## src/rtl/core/thpc_pkg.sv

```systemverilog
// ----------------------------------------------------------------------------
// thpc_pkg: shared types and constants of the TLS hello packet classifier
// Header offsets, protocol codes, read step codes and controller types.
// ----------------------------------------------------------------------------
package thpc_pkg;

    localparam int HEADER_BYTES_DEF = 128;

    localparam logic [15:0] GUARDED_PORT_RST = 16'd443;

    localparam logic [15:0] ETHERTYPE_IPV4  = 16'h0800;
    localparam logic [7:0]  PROTO_TCP       = 8'h06;
    localparam logic [7:0]  REC_HANDSHAKE   = 8'h16;
    localparam logic [7:0]  HS_CLIENT_HELLO = 8'h01;
    localparam logic [15:0] VER_TLS10       = 16'h0301;
    localparam logic [15:0] VER_TLS11       = 16'h0302;

    // Header offsets fit in seven bits: no access reaches past byte 99
    localparam int OFS_W = 7;

    localparam logic [OFS_W-1:0] OFS_ETYPE_HI = 7'd12;
    localparam logic [OFS_W-1:0] OFS_ETYPE_LO = 7'd13;
    localparam logic [OFS_W-1:0] OFS_VER_IHL  = 7'd14;
    localparam logic [OFS_W-1:0] OFS_PROTO    = 7'd23;
    localparam logic [OFS_W-1:0] OFS_SRC_IP   = 7'd26;
    localparam logic [OFS_W-1:0] LEN_ETH      = 7'd14;
    localparam logic [OFS_W-1:0] LEN_ETH_IP   = 7'd34;
    localparam logic [OFS_W-1:0] LEN_TCP      = 7'd20;
    localparam logic [OFS_W-1:0] LEN_TLS      = 7'd6;
    localparam logic [OFS_W-1:0] OFS_HS_TYPE  = 7'd5;

    // Header read sequence, one byte per step
    localparam int STEP_W = 5;

    localparam logic [STEP_W-1:0] STEP_ETYPE_HI = 5'd0;
    localparam logic [STEP_W-1:0] STEP_ETYPE_LO = 5'd1;
    localparam logic [STEP_W-1:0] STEP_VER_IHL  = 5'd2;
    localparam logic [STEP_W-1:0] STEP_PROTO    = 5'd3;
    localparam logic [STEP_W-1:0] STEP_IP_FIRST = 5'd4;
    localparam logic [STEP_W-1:0] STEP_IP_LAST  = 5'd11;
    localparam logic [STEP_W-1:0] STEP_SPORT_HI = 5'd12;
    localparam logic [STEP_W-1:0] STEP_SPORT_LO = 5'd13;
    localparam logic [STEP_W-1:0] STEP_DPORT_HI = 5'd14;
    localparam logic [STEP_W-1:0] STEP_DPORT_LO = 5'd15;
    localparam logic [STEP_W-1:0] STEP_REC_KIND = 5'd16;
    localparam logic [STEP_W-1:0] STEP_VER_HI   = 5'd17;
    localparam logic [STEP_W-1:0] STEP_VER_LO   = 5'd18;
    localparam logic [STEP_W-1:0] STEP_HS_TYPE  = 5'd19;
    localparam logic [STEP_W-1:0] STEP_LAST     = STEP_HS_TYPE;

    typedef enum logic [1:0] {
        EV_NONE   = 2'd0,
        EV_INFO   = 2'd1,
        EV_LEGACY = 2'd2
    } t_event_kind;

    typedef enum logic [1:0] {
        ST_IDLE,
        ST_READ,
        ST_DRAIN,
        ST_EVAL
    } t_state;

    typedef struct packed {
        logic              wr;
        logic              last;
        logic              rd_en;
        logic [STEP_W-1:0] rd_step;
        logic              eval;
    } t_dp_cmd;

    typedef struct packed {
        logic out_free;
    } t_dp_sts;

    // Header offset read at a given step; tcp is the TCP header offset
    function automatic logic [OFS_W-1:0] step_offset(input logic [STEP_W-1:0] step,
                                                      input logic [OFS_W-1:0]  tcp);
        logic [OFS_W-1:0] ofs;
        ofs = OFS_ETYPE_HI;
        priority if (step == STEP_ETYPE_HI) begin
            ofs = OFS_ETYPE_HI;
        end else if (step == STEP_ETYPE_LO) begin
            ofs = OFS_ETYPE_LO;
        end else if (step == STEP_VER_IHL) begin
            ofs = OFS_VER_IHL;
        end else if (step == STEP_PROTO) begin
            ofs = OFS_PROTO;
        end else if (step <= STEP_IP_LAST) begin
            ofs = OFS_SRC_IP + OFS_W'(step - STEP_IP_FIRST);
        end else if (step <= STEP_DPORT_LO) begin
            ofs = tcp + OFS_W'(step - STEP_SPORT_HI);
        end else if (step <= STEP_VER_LO) begin
            ofs = tcp + LEN_TCP + OFS_W'(step - STEP_REC_KIND);
        end else begin
            ofs = tcp + LEN_TCP + OFS_HS_TYPE;
        end
        return ofs;
    endfunction

endpackage

```

## src/rtl/core/thpc_ctrl.sv

```systemverilog
// ----------------------------------------------------------------------------
// thpc_ctrl: classifier controller
// Accepts frame words, then steps the header read sequence and evaluation.
// ----------------------------------------------------------------------------
module thpc_ctrl (
    input  logic              i_clk,
    input  logic              i_rst_n,
    input  logic              i_in_valid,
    input  logic              i_in_last,
    output logic              o_in_ready,
    input  thpc_pkg::t_dp_sts i_sts,
    output thpc_pkg::t_dp_cmd o_cmd
);

    thpc_pkg::t_state                   r_state, n_state;
    logic [thpc_pkg::STEP_W-1:0]        r_step,  n_step;

    always_ff @(posedge i_clk) begin
        if (!i_rst_n) begin
            r_state <= thpc_pkg::ST_IDLE;
            r_step  <= '0;
        end else begin
            r_state <= n_state;
            r_step  <= n_step;
        end
    end

    always_comb begin
        n_state = r_state;
        n_step  = '0;
        unique case (r_state)
            thpc_pkg::ST_IDLE: begin
                if (i_in_valid && i_in_last) begin
                    n_state = thpc_pkg::ST_READ;
                end
            end
            thpc_pkg::ST_READ: begin
                if (r_step == thpc_pkg::STEP_LAST) begin
                    n_state = thpc_pkg::ST_DRAIN;
                end else begin
                    n_step = r_step + 1'b1;
                end
            end
            thpc_pkg::ST_DRAIN: begin
                n_state = thpc_pkg::ST_EVAL;
            end
            thpc_pkg::ST_EVAL: begin
                if (i_sts.out_free) begin
                    n_state = thpc_pkg::ST_IDLE;
                end
            end
            default: begin
                n_state = thpc_pkg::ST_IDLE;
            end
        endcase
    end

    always_comb begin
        o_in_ready    = (r_state == thpc_pkg::ST_IDLE);
        o_cmd.wr      = o_in_ready && i_in_valid;
        o_cmd.last    = o_cmd.wr && i_in_last;
        o_cmd.rd_en   = (r_state == thpc_pkg::ST_READ);
        o_cmd.rd_step = r_step;
        o_cmd.eval    = (r_state == thpc_pkg::ST_EVAL);
    end

endmodule

```

## src/rtl/core/thpc_datapath.sv

```systemverilog
// ----------------------------------------------------------------------------
// thpc_datapath: header store, field capture and verdict
// Stores leading frame bytes, reads header fields back and builds the result.
// ----------------------------------------------------------------------------
module thpc_datapath #(
    parameter int HEADER_BYTES = thpc_pkg::HEADER_BYTES_DEF
) (
    input  logic              i_clk,
    input  logic              i_rst_n,
    input  thpc_pkg::t_dp_cmd i_cmd,
    output thpc_pkg::t_dp_sts o_sts,
    input  logic [7:0]        i_byte,
    input  logic              i_cfg_valid,
    input  logic [15:0]       i_cfg_data,
    input  logic              i_out_ready,
    output logic              o_out_valid,
    output logic              o_drop,
    output logic [1:0]        o_event_kind,
    output logic [31:0]       o_src_addr,
    output logic [31:0]       o_dst_addr,
    output logic [15:0]       o_src_port,
    output logic [15:0]       o_dst_port,
    output logic [15:0]       o_rec_version,
    output logic [7:0]        o_rec_kind
);

    localparam int AW = $clog2(HEADER_BYTES);
    localparam int CW = $clog2(HEADER_BYTES + 1);
    localparam int LW = $clog2(HEADER_BYTES + 2);
    localparam int OW = thpc_pkg::OFS_W;

    logic [7:0]                  r_mem [HEADER_BYTES];
    logic [7:0]                  r_rd_data;
    logic [CW-1:0]               r_count;
    logic [LW-1:0]               r_len;
    logic [15:0]                 r_guard_port;
    logic                        r_cap_vld;
    logic [thpc_pkg::STEP_W-1:0] r_cap_step;

    logic [15:0] r_etype;
    logic [3:0]  r_ihl;
    logic [7:0]  r_proto;
    logic [63:0] r_ip_pair;
    logic [15:0] r_sport;
    logic [15:0] r_dport;
    logic [7:0]  r_kind;
    logic [15:0] r_ver;
    logic [7:0]  r_hs_type;

    logic                 r_out_valid;
    logic                 r_drop;
    thpc_pkg::t_event_kind r_event;
    logic [31:0]          r_src_addr, r_dst_addr;
    logic [15:0]          r_src_port, r_dst_port, r_rec_version;
    logic [7:0]           r_rec_kind;

    logic [OW-1:0] w_tcp;
    logic [OW-1:0] w_ofs;
    logic [LW-1:0] w_len_next;
    logic          w_hit;
    logic          w_legacy;

    assign w_tcp      = thpc_pkg::LEN_ETH + OW'({r_ihl, 2'b00});
    assign w_ofs      = thpc_pkg::step_offset(i_cmd.rd_step, w_tcp);
    assign w_len_next = LW'(r_count) + 1'b1;
    assign o_sts.out_free = !r_out_valid || i_out_ready;

    always_ff @(posedge i_clk) begin
        if (i_cmd.wr && (r_count < CW'(HEADER_BYTES))) begin
            r_mem[r_count[AW-1:0]] <= i_byte;
        end
        if (i_cmd.rd_en) begin
            r_rd_data <= r_mem[AW'(w_ofs)];
        end
    end

    always_ff @(posedge i_clk) begin
        if (!i_rst_n) begin
            r_count      <= '0;
            r_guard_port <= thpc_pkg::GUARDED_PORT_RST;
            r_cap_vld    <= 1'b0;
            r_out_valid  <= 1'b0;
        end else begin
            if (i_cfg_valid) begin
                r_guard_port <= i_cfg_data;
            end
            if (i_cmd.last) begin
                r_count <= '0;
            end else if (i_cmd.wr && (r_count < CW'(HEADER_BYTES))) begin
                r_count <= r_count + 1'b1;
            end
            r_cap_vld <= i_cmd.rd_en;
            if (i_cmd.eval && o_sts.out_free) begin
                r_out_valid <= 1'b1;
            end else if (i_out_ready) begin
                r_out_valid <= 1'b0;
            end
        end
    end

    always_ff @(posedge i_clk) begin
        r_cap_step <= i_cmd.rd_step;
        if (i_cmd.last) begin
            r_len <= w_len_next;
        end
        if (r_cap_vld) begin
            priority if (r_cap_step == thpc_pkg::STEP_ETYPE_HI) begin
                r_etype[15:8] <= r_rd_data;
            end else if (r_cap_step == thpc_pkg::STEP_ETYPE_LO) begin
                r_etype[7:0] <= r_rd_data;
            end else if (r_cap_step == thpc_pkg::STEP_VER_IHL) begin
                r_ihl <= r_rd_data[3:0];
            end else if (r_cap_step == thpc_pkg::STEP_PROTO) begin
                r_proto <= r_rd_data;
            end else if (r_cap_step <= thpc_pkg::STEP_IP_LAST) begin
                r_ip_pair <= {r_ip_pair[55:0], r_rd_data};
            end else if (r_cap_step == thpc_pkg::STEP_SPORT_HI) begin
                r_sport[15:8] <= r_rd_data;
            end else if (r_cap_step == thpc_pkg::STEP_SPORT_LO) begin
                r_sport[7:0] <= r_rd_data;
            end else if (r_cap_step == thpc_pkg::STEP_DPORT_HI) begin
                r_dport[15:8] <= r_rd_data;
            end else if (r_cap_step == thpc_pkg::STEP_DPORT_LO) begin
                r_dport[7:0] <= r_rd_data;
            end else if (r_cap_step == thpc_pkg::STEP_REC_KIND) begin
                r_kind <= r_rd_data;
            end else if (r_cap_step == thpc_pkg::STEP_VER_HI) begin
                r_ver[15:8] <= r_rd_data;
            end else if (r_cap_step == thpc_pkg::STEP_VER_LO) begin
                r_ver[7:0] <= r_rd_data;
            end else begin
                r_hs_type <= r_rd_data;
            end
        end
    end

    always_comb begin
        w_hit = (r_len >= LW'(thpc_pkg::LEN_ETH)) && (r_etype == thpc_pkg::ETHERTYPE_IPV4)
             && (r_len >= LW'(thpc_pkg::LEN_ETH_IP)) && (r_proto == thpc_pkg::PROTO_TCP)
             && (r_len >= LW'(w_tcp + thpc_pkg::LEN_TCP))
             && ((r_dport == r_guard_port) || (r_sport == r_guard_port))
             && (r_len >= LW'(w_tcp + thpc_pkg::LEN_TCP + thpc_pkg::LEN_TLS))
             && (r_kind == thpc_pkg::REC_HANDSHAKE)
             && (r_hs_type == thpc_pkg::HS_CLIENT_HELLO);
        w_legacy = (r_ver == thpc_pkg::VER_TLS10) || (r_ver == thpc_pkg::VER_TLS11);
    end

    always_ff @(posedge i_clk) begin
        if (i_cmd.eval && o_sts.out_free) begin
            if (w_hit) begin
                r_drop        <= w_legacy;
                r_event       <= w_legacy ? thpc_pkg::EV_LEGACY : thpc_pkg::EV_INFO;
                r_src_addr    <= r_ip_pair[63:32];
                r_dst_addr    <= r_ip_pair[31:0];
                r_src_port    <= r_sport;
                r_dst_port    <= r_dport;
                r_rec_version <= r_ver;
                r_rec_kind    <= r_kind;
            end else begin
                r_drop        <= 1'b0;
                r_event       <= thpc_pkg::EV_NONE;
                r_src_addr    <= '0;
                r_dst_addr    <= '0;
                r_src_port    <= '0;
                r_dst_port    <= '0;
                r_rec_version <= '0;
                r_rec_kind    <= '0;
            end
        end
    end

    assign o_out_valid   = r_out_valid;
    assign o_drop        = r_drop;
    assign o_event_kind  = r_event;
    assign o_src_addr    = r_src_addr;
    assign o_dst_addr    = r_dst_addr;
    assign o_src_port    = r_src_port;
    assign o_dst_port    = r_dst_port;
    assign o_rec_version = r_rec_version;
    assign o_rec_kind    = r_rec_kind;

endmodule

```

## src/rtl/core/tls_hello_packet_classifier_unit.sv

```systemverilog
// ----------------------------------------------------------------------------
// tls_hello_packet_classifier_unit: TLS ClientHello classifier, top level
// Classifies Ethernet/IPv4/TCP frames and reports one verdict per frame.
// ----------------------------------------------------------------------------
// Usage:
//   Slave stream: one frame byte per word in s_axis_tdata, tlast on the final
//   byte. Bytes are taken one per cycle while the block is collecting a frame.
//   Master stream: one result word per frame, event kind in m_axis_tuser.
//   Config channel: writes the guarded TCP port (reset value 443); write only
//   while no frame is in flight.
// Frame sequence:
//   After the last byte of a frame, the controller reads 20 header bytes, one
//   per step, through the single read port of the header store, passes a
//   drain state for the last read data and then evaluates; evaluation waits
//   while a previous result word is still held. The result word is then registered.
//   s_axis_tready is low from the last byte until the result is registered.
// Reset and stall:
//   Synchronous active-low reset clears control state and restores the port.
//   A stalled result holds in the output register; the next frame may stream
//   in meanwhile, and its evaluation waits until the held word is taken.
// ----------------------------------------------------------------------------
module tls_hello_packet_classifier_unit #(
    parameter int HEADER_BYTES = thpc_pkg::HEADER_BYTES_DEF
) (
    input  logic         i_clk,
    input  logic         i_rst_n,
    // frame_byte
    input  logic [7:0]   i_s_axis_tdata,
    input  logic         i_s_axis_tlast,
    input  logic         i_s_axis_tvalid,
    output logic         o_s_axis_tready,
    // guarded_port
    input  logic [15:0]  i_cfg_data,
    input  logic         i_cfg_valid,
    output logic         o_cfg_ready,
    // drop_frame, source_address, dest_address, source_port, dest_port,
    // record_version, record_kind, zero fill
    output logic [127:0] o_m_axis_tdata,
    // event_kind
    output logic [1:0]   o_m_axis_tuser,
    output logic         o_m_axis_tvalid,
    input  logic         i_m_axis_tready
);

    thpc_pkg::t_dp_cmd w_cmd;
    thpc_pkg::t_dp_sts w_sts;

    logic        w_drop;
    logic [31:0] w_src_addr, w_dst_addr;
    logic [15:0] w_src_port, w_dst_port, w_rec_version;
    logic [7:0]  w_rec_kind;

    assign o_cfg_ready = 1'b1;

    thpc_ctrl u_ctrl (
        .i_clk      (i_clk),
        .i_rst_n    (i_rst_n),
        .i_in_valid (i_s_axis_tvalid),
        .i_in_last  (i_s_axis_tlast),
        .o_in_ready (o_s_axis_tready),
        .i_sts      (w_sts),
        .o_cmd      (w_cmd)
    );

    thpc_datapath #(
        .HEADER_BYTES (HEADER_BYTES)
    ) u_datapath (
        .i_clk         (i_clk),
        .i_rst_n       (i_rst_n),
        .i_cmd         (w_cmd),
        .o_sts         (w_sts),
        .i_byte        (i_s_axis_tdata),
        .i_cfg_valid   (i_cfg_valid),
        .i_cfg_data    (i_cfg_data),
        .i_out_ready   (i_m_axis_tready),
        .o_out_valid   (o_m_axis_tvalid),
        .o_drop        (w_drop),
        .o_event_kind  (o_m_axis_tuser),
        .o_src_addr    (w_src_addr),
        .o_dst_addr    (w_dst_addr),
        .o_src_port    (w_src_port),
        .o_dst_port    (w_dst_port),
        .o_rec_version (w_rec_version),
        .o_rec_kind    (w_rec_kind)
    );

    assign o_m_axis_tdata = {7'd0, w_rec_kind, w_rec_version, w_dst_port, w_src_port,
                             w_dst_addr, w_src_addr, w_drop};

    a_last_stops_input: assert property (@(posedge i_clk) disable iff (!i_rst_n)
        (i_s_axis_tvalid && o_s_axis_tready && i_s_axis_tlast) |=> !o_s_axis_tready)
        else $error("input taken after frame end");

    a_no_input_while_reading: assert property (@(posedge i_clk) disable iff (!i_rst_n)
        w_cmd.rd_en |-> !o_s_axis_tready)
        else $error("input ready during header read");

    a_result_from_eval: assert property (@(posedge i_clk) disable iff (!i_rst_n)
        $rose(o_m_axis_tvalid) |-> $past(w_cmd.eval))
        else $error("result raised outside evaluation");

    a_drop_is_legacy: assert property (@(posedge i_clk) disable iff (!i_rst_n)
        (o_m_axis_tvalid && o_m_axis_tdata[0]) |-> (o_m_axis_tuser == thpc_pkg::EV_LEGACY))
        else $error("drop without legacy event");

endmodule

```

## config.mk

```make
export PLATFORM = sky130hd
export DESIGN_NAME = tls_hello_packet_classifier_unit
export DESIGN_NICKNAME = d
export VERILOG_FILES = /design/src/rtl/core/thpc_pkg.sv /design/src/rtl/core/thpc_ctrl.sv /design/src/rtl/core/thpc_datapath.sv /design/src/rtl/core/tls_hello_packet_classifier_unit.sv
export SDC_FILE = /design/constraint.sdc
export NUM_CORES = 2
export LEC_CHECK = 0
export BUFFER_PORTS_ARGS = -buffer_cell sky130_fd_sc_hd__buf_4
export CORE_MARGIN = 8
export CORE_UTILIZATION = 25
export CTS_CLUSTER_SIZE = 28
export DETAILED_ROUTE_END_ITERATION = 6
export RECOVER_POWER = 100
export SYNTH_ARGS = -nofsm -noshare
export SYNTH_HDL_FRONTEND = slang
export SYNTH_SLANG_ARGS = --single-unit
export TNS_END_PERCENT = 50
```

## constraint.sdc

```tcl
create_clock -name i_clk -period 9.6 [get_ports i_clk]
set_input_delay 0.96 -clock i_clk [delete_from_list [all_inputs] [get_ports i_clk]]
set_output_delay 0.96 -clock i_clk [all_outputs]
set_load 0.03 [all_outputs]
```

Yosys cells after proc, flatten, opt, wreduce, memory -nomap -nowiden --
Memory sizes are Yosys's and may differ from the RTL's. A register that Yosys moved wholly into a read port is not among the register bits. Index checks and enable logic that the tools add are counted.
Storage, ports and cells: bits in registers 325, bits in writable memories 1024, output and inout port bits 133, memories 1
Cells by class: add/subtract/negate cells 13, $lt $le $gt $ge 9, equality and inequality tests 28, mux-type cells 16, bitwise logic cells 14, reductions and logical operators 37
Memory list:
- u_datapath.r_mem | depth 128, width 8, read ports 1, clocked after memory_dff 1, wr ports 1, RTL line thpc_datapath.sv:32 | logic [7:0] r_mem [HEADER_BYTES];
Operators with widths (count):
- 2-to-1 mux 7 bit | 7
- == test 16 x 10 -> 1 bit, second input constant | 2
- == test 16 bit | 2
- AND reduction 13 bit | 2
- == test 5 x 2 -> 1 bit, second input constant | 4
- == test 5 x 4 -> 1 bit, second input constant | 4
- == test 5 bit, second input constant | 4
- == test 16 x 12 -> 1 bit, second input constant | 1
- greater-or-equal comparator 8 bit | 2
- less-or-equal comparator 5 x 4 -> 1 bit, second input constant | 3
- adder 7 bit | 2
- NOT 1 bit | 14
- logical AND 1 bit | 13
- AND reduction 12 bit | 1
- AND reduction 11 bit | 1
- == test 5 x 1 -> 1 bit, second input constant | 2
- logical NOT 5 bit | 2
- AND reduction 10 bit | 1
- AND reduction 9 bit | 1
- adder 7 x 5 -> 8 bit, second input constant | 1
- adder 8 x 1 -> 8 bit, second input constant | 1
- adder 8 x 3 -> 8 bit, second input constant | 1
- == test 8 x 1 -> 1 bit, second input constant | 1
- == test 8 x 3 -> 1 bit, second input constant | 1
- 33 further kinds | 44

Logic depth before layout (Yosys ltp) --
word-level depth 10, mapped depth 18, mapped depth without buffers 15

By module --
Synthesis repeated with hierarchy kept, for this count alone.
Unflattened totals: cells, all modules 3720, area, all modules 55076.6 um^2
By module, submodules not included:
- thpc_datapath | instances 1, cells each 3671, area each 54649.9 um^2
- thpc_ctrl | instances 1, cells each 38, area each 351.6 um^2
- tls_hello_packet_classifier_unit | instances 1, cells each 11, area each 75.1 um^2

Worst setup path before layout --
Ideal clock, no wire load.
path type input to register, from input i_m_axis_tready, to register u_datapath.r_dst_addr[0], in the netlist u_datapath.o_dst_addr[0] (enable), data arrival time 6.425 ns, data required time 8.981 ns, setup slack 2.556 ns, cell stages on the path 2, path buffers 0, cells stage by stage nor2b_1 nor2b_1
On the way: cells in the longest elaborated chain, start to end 2
Ends and longest elaborated chain:
- start: declaration | RTL line tls_hello_packet_classifier_unit.sv:42 | input logic i_m_axis_tready
- logical OR 1 bit | RTL line thpc_datapath.sv:66 | assign o_sts.out_free = !r_out_valid || i_out_ready;
- logical AND 1 bit | RTL line thpc_datapath.sv:149 | if (i_cmd.eval && o_sts.out_free) begin
- end signal: assignment | RTL line thpc_datapath.sv:154 | r_dst_addr <= r_ip_pair[31:0];
- end: declaration | RTL line thpc_datapath.sv:53 | logic [31:0] r_src_addr, r_dst_addr;
Every way passes these cells. A chain may end at the register's enable or synchronous reset.

Final worst setup path --
from register u_ctrl.r_step[1] (netlist bit), to register u_datapath.r_rd_data[7] (read register of u_datapath.r_mem) (data pin)
On the way: cells in the longest elaborated chain, start to end 9
Ends and longest elaborated chain:
- start: declaration | RTL line thpc_ctrl.sv:16 | logic [thpc_pkg::STEP_W-1:0] r_step, n_step;
- start signal: assignment | RTL line thpc_ctrl.sv:24 | r_step <= n_step;
- subtractor 5 x 5 -> 6 bit | RTL line thpc_pkg.sv:94 | ofs = tcp + LEN_TCP + OFS_W'(step - STEP_REC_KIND);
- adder 7 bit | RTL line thpc_pkg.sv:94
- 2-to-1 mux 7 bit | RTL line thpc_pkg.sv:93 | end else if (step <= STEP_VER_LO) begin
- 2-to-1 mux 7 bit | RTL line thpc_pkg.sv:91 | end else if (step <= STEP_DPORT_LO) begin
- 2-to-1 mux 7 bit | RTL line thpc_pkg.sv:89 | end else if (step <= STEP_IP_LAST) begin
- 2-to-1 mux 7 bit | RTL line thpc_pkg.sv:87 | end else if (step == STEP_PROTO) begin
- 2-to-1 mux 7 bit | RTL line thpc_pkg.sv:85 | end else if (step == STEP_VER_IHL) begin
- 2-to-1 mux 7 bit | RTL line thpc_pkg.sv:83 | end else if (step == STEP_ETYPE_LO) begin
- 2-to-1 mux 7 bit * | RTL line thpc_pkg.sv:81 | priority if (step == STEP_ETYPE_HI) begin
- end: declaration | RTL line thpc_datapath.sv:33 | logic [7:0] r_rd_data;
Mark *: on every way between the ends. The rest lies on a longest branch, timed or not.

==> impl_results.html <==
<table>
<tr><th>Metric</th><th>Value</th></tr>
<tr><th colspan="2">Status</th></tr>
<tr><td>Run status</td><td>finished with violations</td></tr>
<tr><td>Failing checks</td><td>capacitance limit, slew limit</td></tr>
<tr><th colspan="2">STA</th></tr>
<tr><td>Total negative slack</td><td>0 ns</td></tr>
<tr><td>Max-slew violation count</td><td>1,440</td></tr>
<tr><td>Fin crit period</td><td>6.72 ns</td></tr>
<tr><td>F_max</td><td>about 150 MHz</td></tr>
<tr><td>Slew at the pin closest to its max-slew limit</td><td>~4.9 ns</td></tr>
<tr><td>Portion of the clock cycle consumed by the worst path in the final layout</td><td>0.700</td></tr>
<tr><td>Max-slew headroom at the worst pin</td><td>-2.29</td></tr>
<tr><td>Final count of hold timing violations</td><td>0</td></tr>
<tr><td>Unrepaired setup endpoints after global routing</td><td>false</td></tr>
<tr><td>Post-route worst setup slack</td><td>around 2.9 ns</td></tr>
<tr><td>Fin Clk Skew</td><td>0.0589 ns</td></tr>
<tr><td>Final setup violation count</td><td>0</td></tr>
<tr><th colspan="2">Power</th></tr>
<tr><td>Share of total power in sequential cells</td><td>0.508</td></tr>
<tr><td>Net switching share of the total power</td><td>0.255</td></tr>
<tr><td>Part of the total power dissipated in the clock network</td><td>0.384</td></tr>
<tr><td>Switching power</td><td>3400 uW</td></tr>
<tr><td>Logic gate share of total power</td><td>0.108</td></tr>
<tr><td>Static power due to leakage</td><td>about 0.019 uW</td></tr>
<tr><td>Pwr/cell area</td><td>around 220 nW/um^2</td></tr>
<tr><td>Worst supply voltage drop on vdd</td><td>0.000170 V</td></tr>
<tr><td>Overall power</td><td>between 10,000 and 15,000 uW</td></tr>
<tr><td>Internal power</td><td>about 10000 uW</td></tr>
<tr><th colspan="2">Floorplanning</th></tr>
<tr><td>Starting density of the core</td><td>0.251</td></tr>
<tr><td>Total number of placement rows</td><td>between 150 and 200</td></tr>
<tr><td>Area of the placeable core</td><td>between 200,000 and 250,000 sq um</td></tr>
<tr><td>Boundary Pins</td><td>between 150 and 200</td></tr>
<tr><td>Die area</td><td>around 230,000 sq um</td></tr>
<tr><td>DIE WIDTH</td><td>479 um</td></tr>
<tr><td>Die height</td><td>479 um</td></tr>
<tr><th colspan="2">CTS</th></tr>
<tr><td>Count of hold-fix buffers inserted at cts</td><td>0</td></tr>
<tr><td>Latest clock arrival within the worst-skew pair</td><td>~0.8 ns</td></tr>
<tr><td>Number of H-tree branching levels</td><td>4</td></tr>
<tr><td>Root Buffer Master</td><td>sky130_fd_sc_hd__clkbuf_16</td></tr>
<tr><td>CTS tree</td><td>yes</td></tr>
<tr><td>Quantity of gates resized following cts</td><td>0</td></tr>
<tr><td>Num Clock Sinks</td><td>around 1,400</td></tr>
<tr><td>Buffers from clock root to sink, at most</td><td>3</td></tr>
<tr><td>Number of clock buffers inserted by TritonCTS</td><td>137</td></tr>
<tr><td>Clock transition time at the flip-flop clock pins of the worst setup and hold paths</td><td>~0.06 ns</td></tr>
<tr><td>Post-CTS setup buffer count</td><td>0</td></tr>
<tr><th colspan="2">Drt</th></tr>
<tr><td>Final WL</td><td>roughly 130 mm</td></tr>
<tr><td>Average routed wire per standard cell</td><td>~21 um</td></tr>
<tr><td>Vias</td><td>29,100</td></tr>
<tr><td>Number of vias per cell</td><td>4.63</td></tr>
<tr><td>Number of design rule violations left after detail routing</td><td>0</td></tr>
<tr><td>Post-DRT Antenna Nets</td><td>0</td></tr>
<tr><td>Number of search-and-repair iterations in the first detailed-routing pass</td><td>5</td></tr>
<tr><td>Violation count after the first detailed-routing iteration</td><td>~3,000</td></tr>
<tr><th colspan="2">Logic synthesis</th></tr>
<tr><td>Flip-flop and latch count after synthesis</td><td>about 1,400</td></tr>
<tr><td>Post-synthesis cell type count</td><td>73</td></tr>
<tr><td>Top cells by area, synth</td><td>sky130_fd_sc_hd__edfxtp_1, sky130_fd_sc_hd__mux4_2, sky130_fd_sc_hd__nand2_1</td></tr>
<tr><td>Ys flop type</td><td>sky130_fd_sc_hd__edfxtp_1</td></tr>
<tr><td>Post-synth EDFFs</td><td>approximately 1,300</td></tr>
<tr><td>Proportion of synthesized chip area in sequential cells</td><td>0.752</td></tr>
<tr><td>Largest area contributor in the netlist</td><td>sky130_fd_sc_hd__edfxtp_1</td></tr>
<tr><td>Gate count after technology mapping</td><td>3,186</td></tr>
<tr><td>Post-Syn Area per Cell</td><td>16.8 sq um</td></tr>
<tr><td>Syn. warnings</td><td>0</td></tr>
<tr><td>Top-area cell type share of the netlist area</td><td>0.737</td></tr>
<tr><td>Netlist area before placement</td><td>53,600 sq um</td></tr>
<tr><td>Post-synthesis async set-or-reset flop share</td><td>0</td></tr>
<tr><th colspan="2">Place</th></tr>
<tr><td># placed instances</td><td>about 6,000</td></tr>
<tr><td>Final HPWL DP</td><td>about 82 mm</td></tr>
<tr><td>Final Wtd Congestion</td><td>0.845</td></tr>
<tr><td>Post-Place Setup Slack</td><td>roughly 3.5 ns</td></tr>
<tr><td>Count of input and output buffers</td><td>about 150</td></tr>
<tr><th colspan="2">Flow run</th></tr>
<tr><td>Count of maximum capacitance violations</td><td>27</td></tr>
<tr><th colspan="2">Layout</th></tr>
<tr><td>Finished Core Util</td><td>0.288</td></tr>
<tr><td>NumNets Final</td><td>about 3,400</td></tr>
<tr><td>Final non-filler cell total</td><td>roughly 6,300</td></tr>
<tr><td>Layout cell share with drive strength beyond 1</td><td>0.116</td></tr>
<tr><td>Area grow syn2layout</td><td>15.0%</td></tr>
<tr><th colspan="2">Setup path</th></tr>
<tr><td>Category of the most critical setup path</td><td>flip-flop to flip-flop</td></tr>
<tr><td>CP arrival</td><td>7.18 ns</td></tr>
<tr><td>Kind of cell adding the most delay to the critical path</td><td>simple AND/OR/NAND/NOR gates</td></tr>
<tr><td>Register-to-register path setup slack</td><td>between 2 and 3 ns</td></tr>
<tr><td>Ordered cell list for the critical path</td><td>ha_1 -&gt; and2_0 -&gt; ha_1 -&gt; and2b_1 -&gt; nand3_1 -&gt; a21oi_1 -&gt; clkbuf_1 -&gt; nor2_4 -&gt; buf_4 -&gt; mux4_2 -&gt; nand2_1 -&gt; nand2_1 -&gt; a2111oi_0 -&gt; a32oi_1</td></tr>
<tr><td>Data required time at the worst endpoint</td><td>a little over 10 ns</td></tr>
<tr><td>Highest cell delay on the worst timing path</td><td>1.09 ns</td></tr>
<tr><td>Startpoint Class</td><td>flip-flop</td></tr>
<tr><td>Cell with the biggest individual delay on the critical path</td><td>sky130_fd_sc_hd__a2111oi_0</td></tr>
<tr><td>Top fanout value on the critical path</td><td>35</td></tr>
<tr><td>Critical path buffers and inverters</td><td>2</td></tr>
<tr><td>Setup crit end kind</td><td>flip-flop</td></tr>
<tr><th colspan="2">Global route</th></tr>
<tr><td>Wire length of the first global-routing pass</td><td>slightly below 200 mm</td></tr>
<tr><td>Number of global-route vias before repair</td><td>~29,000</td></tr>
<tr><td>Pin count of the biggest net entering global routing</td><td>roughly 130</td></tr>
<tr><td>Total overflow reported by the global router</td><td>0</td></tr>
<tr><td>GRT Total Usage</td><td>0.112</td></tr>
<tr><td>Antenna violations before repair</td><td>6</td></tr>
<tr><th colspan="2">Hold path</th></tr>
<tr><td>Classification of the worst-slack hold path</td><td>input pin to flip-flop</td></tr>
</table>
-- worst min-delay path, delay by kind of cell --
| family | cells | cell delay (ns) |
|---|---|---|
| buffers and inverters | 1 | 0.08 |
| multiplexers | 1 | 0.06 |
| AND/OR/NAND/NOR | 1 | 0.06 |
-- area by class of cell --
type	instances	area [sq um]
clock buffers	177	3610
repair buffers	204	981
diodes	1	2.50
well taps	2838	3550
flip-flops and latches	1355	40300
clock inverters	57	649
inverters	17	63.8
fillers	21300	152000
multi-input cells	1632	12500
-- through the flow --
| step | hold slack, ns | instance area (sq um) |
|---|---|---|
| global placement | 0.419 | 58000 |
| global route | 0.419 | 61700 |
| floorplan | 0.332 | 53700 |
| CTS | 0.369 | 62300 |
| detailed placement | 0.426 | 58000 |
| finish | 0.431 | 61700 |
-- layout by cell type (no fill, tap or decap), types with 77 or more instances in the layout --
master / instances
sky130_fd_sc_hd__mux4_2: 146
sky130_fd_sc_hd__nand3_1: 79
sky130_fd_sc_hd__nor2_1: 184
sky130_fd_sc_hd__edfxtp_1: 1317
sky130_fd_sc_hd__mux2i_1: 87
sky130_fd_sc_hd__a21oi_1: 91
sky130_fd_sc_hd__clkbuf_1: 194
sky130_fd_sc_hd__and2_0: 77
sky130_fd_sc_hd__clkbuf_16: 138
sky130_fd_sc_hd__nand2_1: 296
-- synthesized netlist by cell type, drive strengths merged (4+ instances only) --
master   count
a2111oi     21
a211o       14
a211oi      36
a21o        10
a21oi       93
a221o        8
a221oi       7
a311oi       9
a31oi       18
a32o         7
a32oi       16
and2       124
and3        27
buf         89
clkbuf     104
dfxtp       38
edfxtp    1317
ha          39
inv         17
mux2        11
mux2i       87
mux4       146
nand2      297
nand2b      15
nand3       79
nand3b       9
nand4       26
nor2       185
nor2b       25
nor3        29
nor3b        5
nor4        17
nor4b        6
o211ai      29
o21ai       50
o221ai       7
o22ai       23
o311a        9
o31ai        4
o32ai       23
or3         11
xnor2       55
xor2        12
-- cell families after synthesis --
group,Yosys count,synth area share
flip-flops,1355,0.752
AND/OR/NAND/NOR,865,0.0770
AO/OA/AOI/OAI,402,0.0532
multiplexers,244,0.0799
buffers and inverters,210,0.0173
XOR/XNOR,67,0.0109
adder cells (fa/ha/maj),41,0.00985
other,2,0.000140
-- metal layers --
| metal | global-route usage | share of wire | vias up |
|---|---|---|---|
| li1 | - | - | 12800 |
| met1 | 0.156 | 0.44 | 14900 |
| met2 | 0.173 | 0.45 | 1201 |
| met3 | 0.0277 | 0.085 | 216 |
| met4 | 0.0356 | 0.027 | 6 |
| met5 | 0 | 0.00022 | - |
-- sequential cells by signal, summed over array words and instances, names as in the netlist, 16 cells and up --
signal,count
u_datapath.o_src_addr,32
u_datapath.r_etype,16
u_datapath.r_sport,16
u_datapath.r_dport,16
u_datapath.r_ip_pair,64
u_datapath.o_dst_port,16
u_datapath.r_guard_port,16
u_datapath.r_ver,16
u_datapath.r_mem,1024
u_datapath.o_rec_version,16
u_datapath.o_dst_addr,32
u_datapath.o_src_port,16
-- power groups by stage --
| stage | clock network [uW] | logic, uW | registers, uW |
|---|---|---|---|
| final | 5120 | 1430 | 6780 |
| after global routing | 5450 | 1520 | 6790 |
| after CTS | 5230 | 1480 | 6760 |
| after detailed placement | 0 | 1470 | 6890 |
| after global placement | 0 | 1460 | 6880 |
| after floorplan | 0 | 816 | 6880 |
-- final timing paths --
| kind | depth (start not counted) | start | to |
|---|---|---|---|
| worst max-delay path | 14 | u_ctrl.r_step[1]$_SDFF_PP0_ | u_datapath.r_rd_data[7]$_DFFE_PP_ |
| worst min-delay path | 3 | i_cfg_data[8] | u_datapath.r_guard_port[8]$_SDFFE_PN1P_ |
| worst max register to register | 14 | u_ctrl.r_step[1]$_SDFF_PP0_ | u_datapath.r_rd_data[7]$_DFFE_PP_ |
| worst min register to register | 0 | u_datapath.r_ip_pair[31]$_DFFE_PP_ | u_datapath.r_ip_pair[39]$_DFFE_PP_ |
Note: power is estimated with default switching activity, not from simulation.
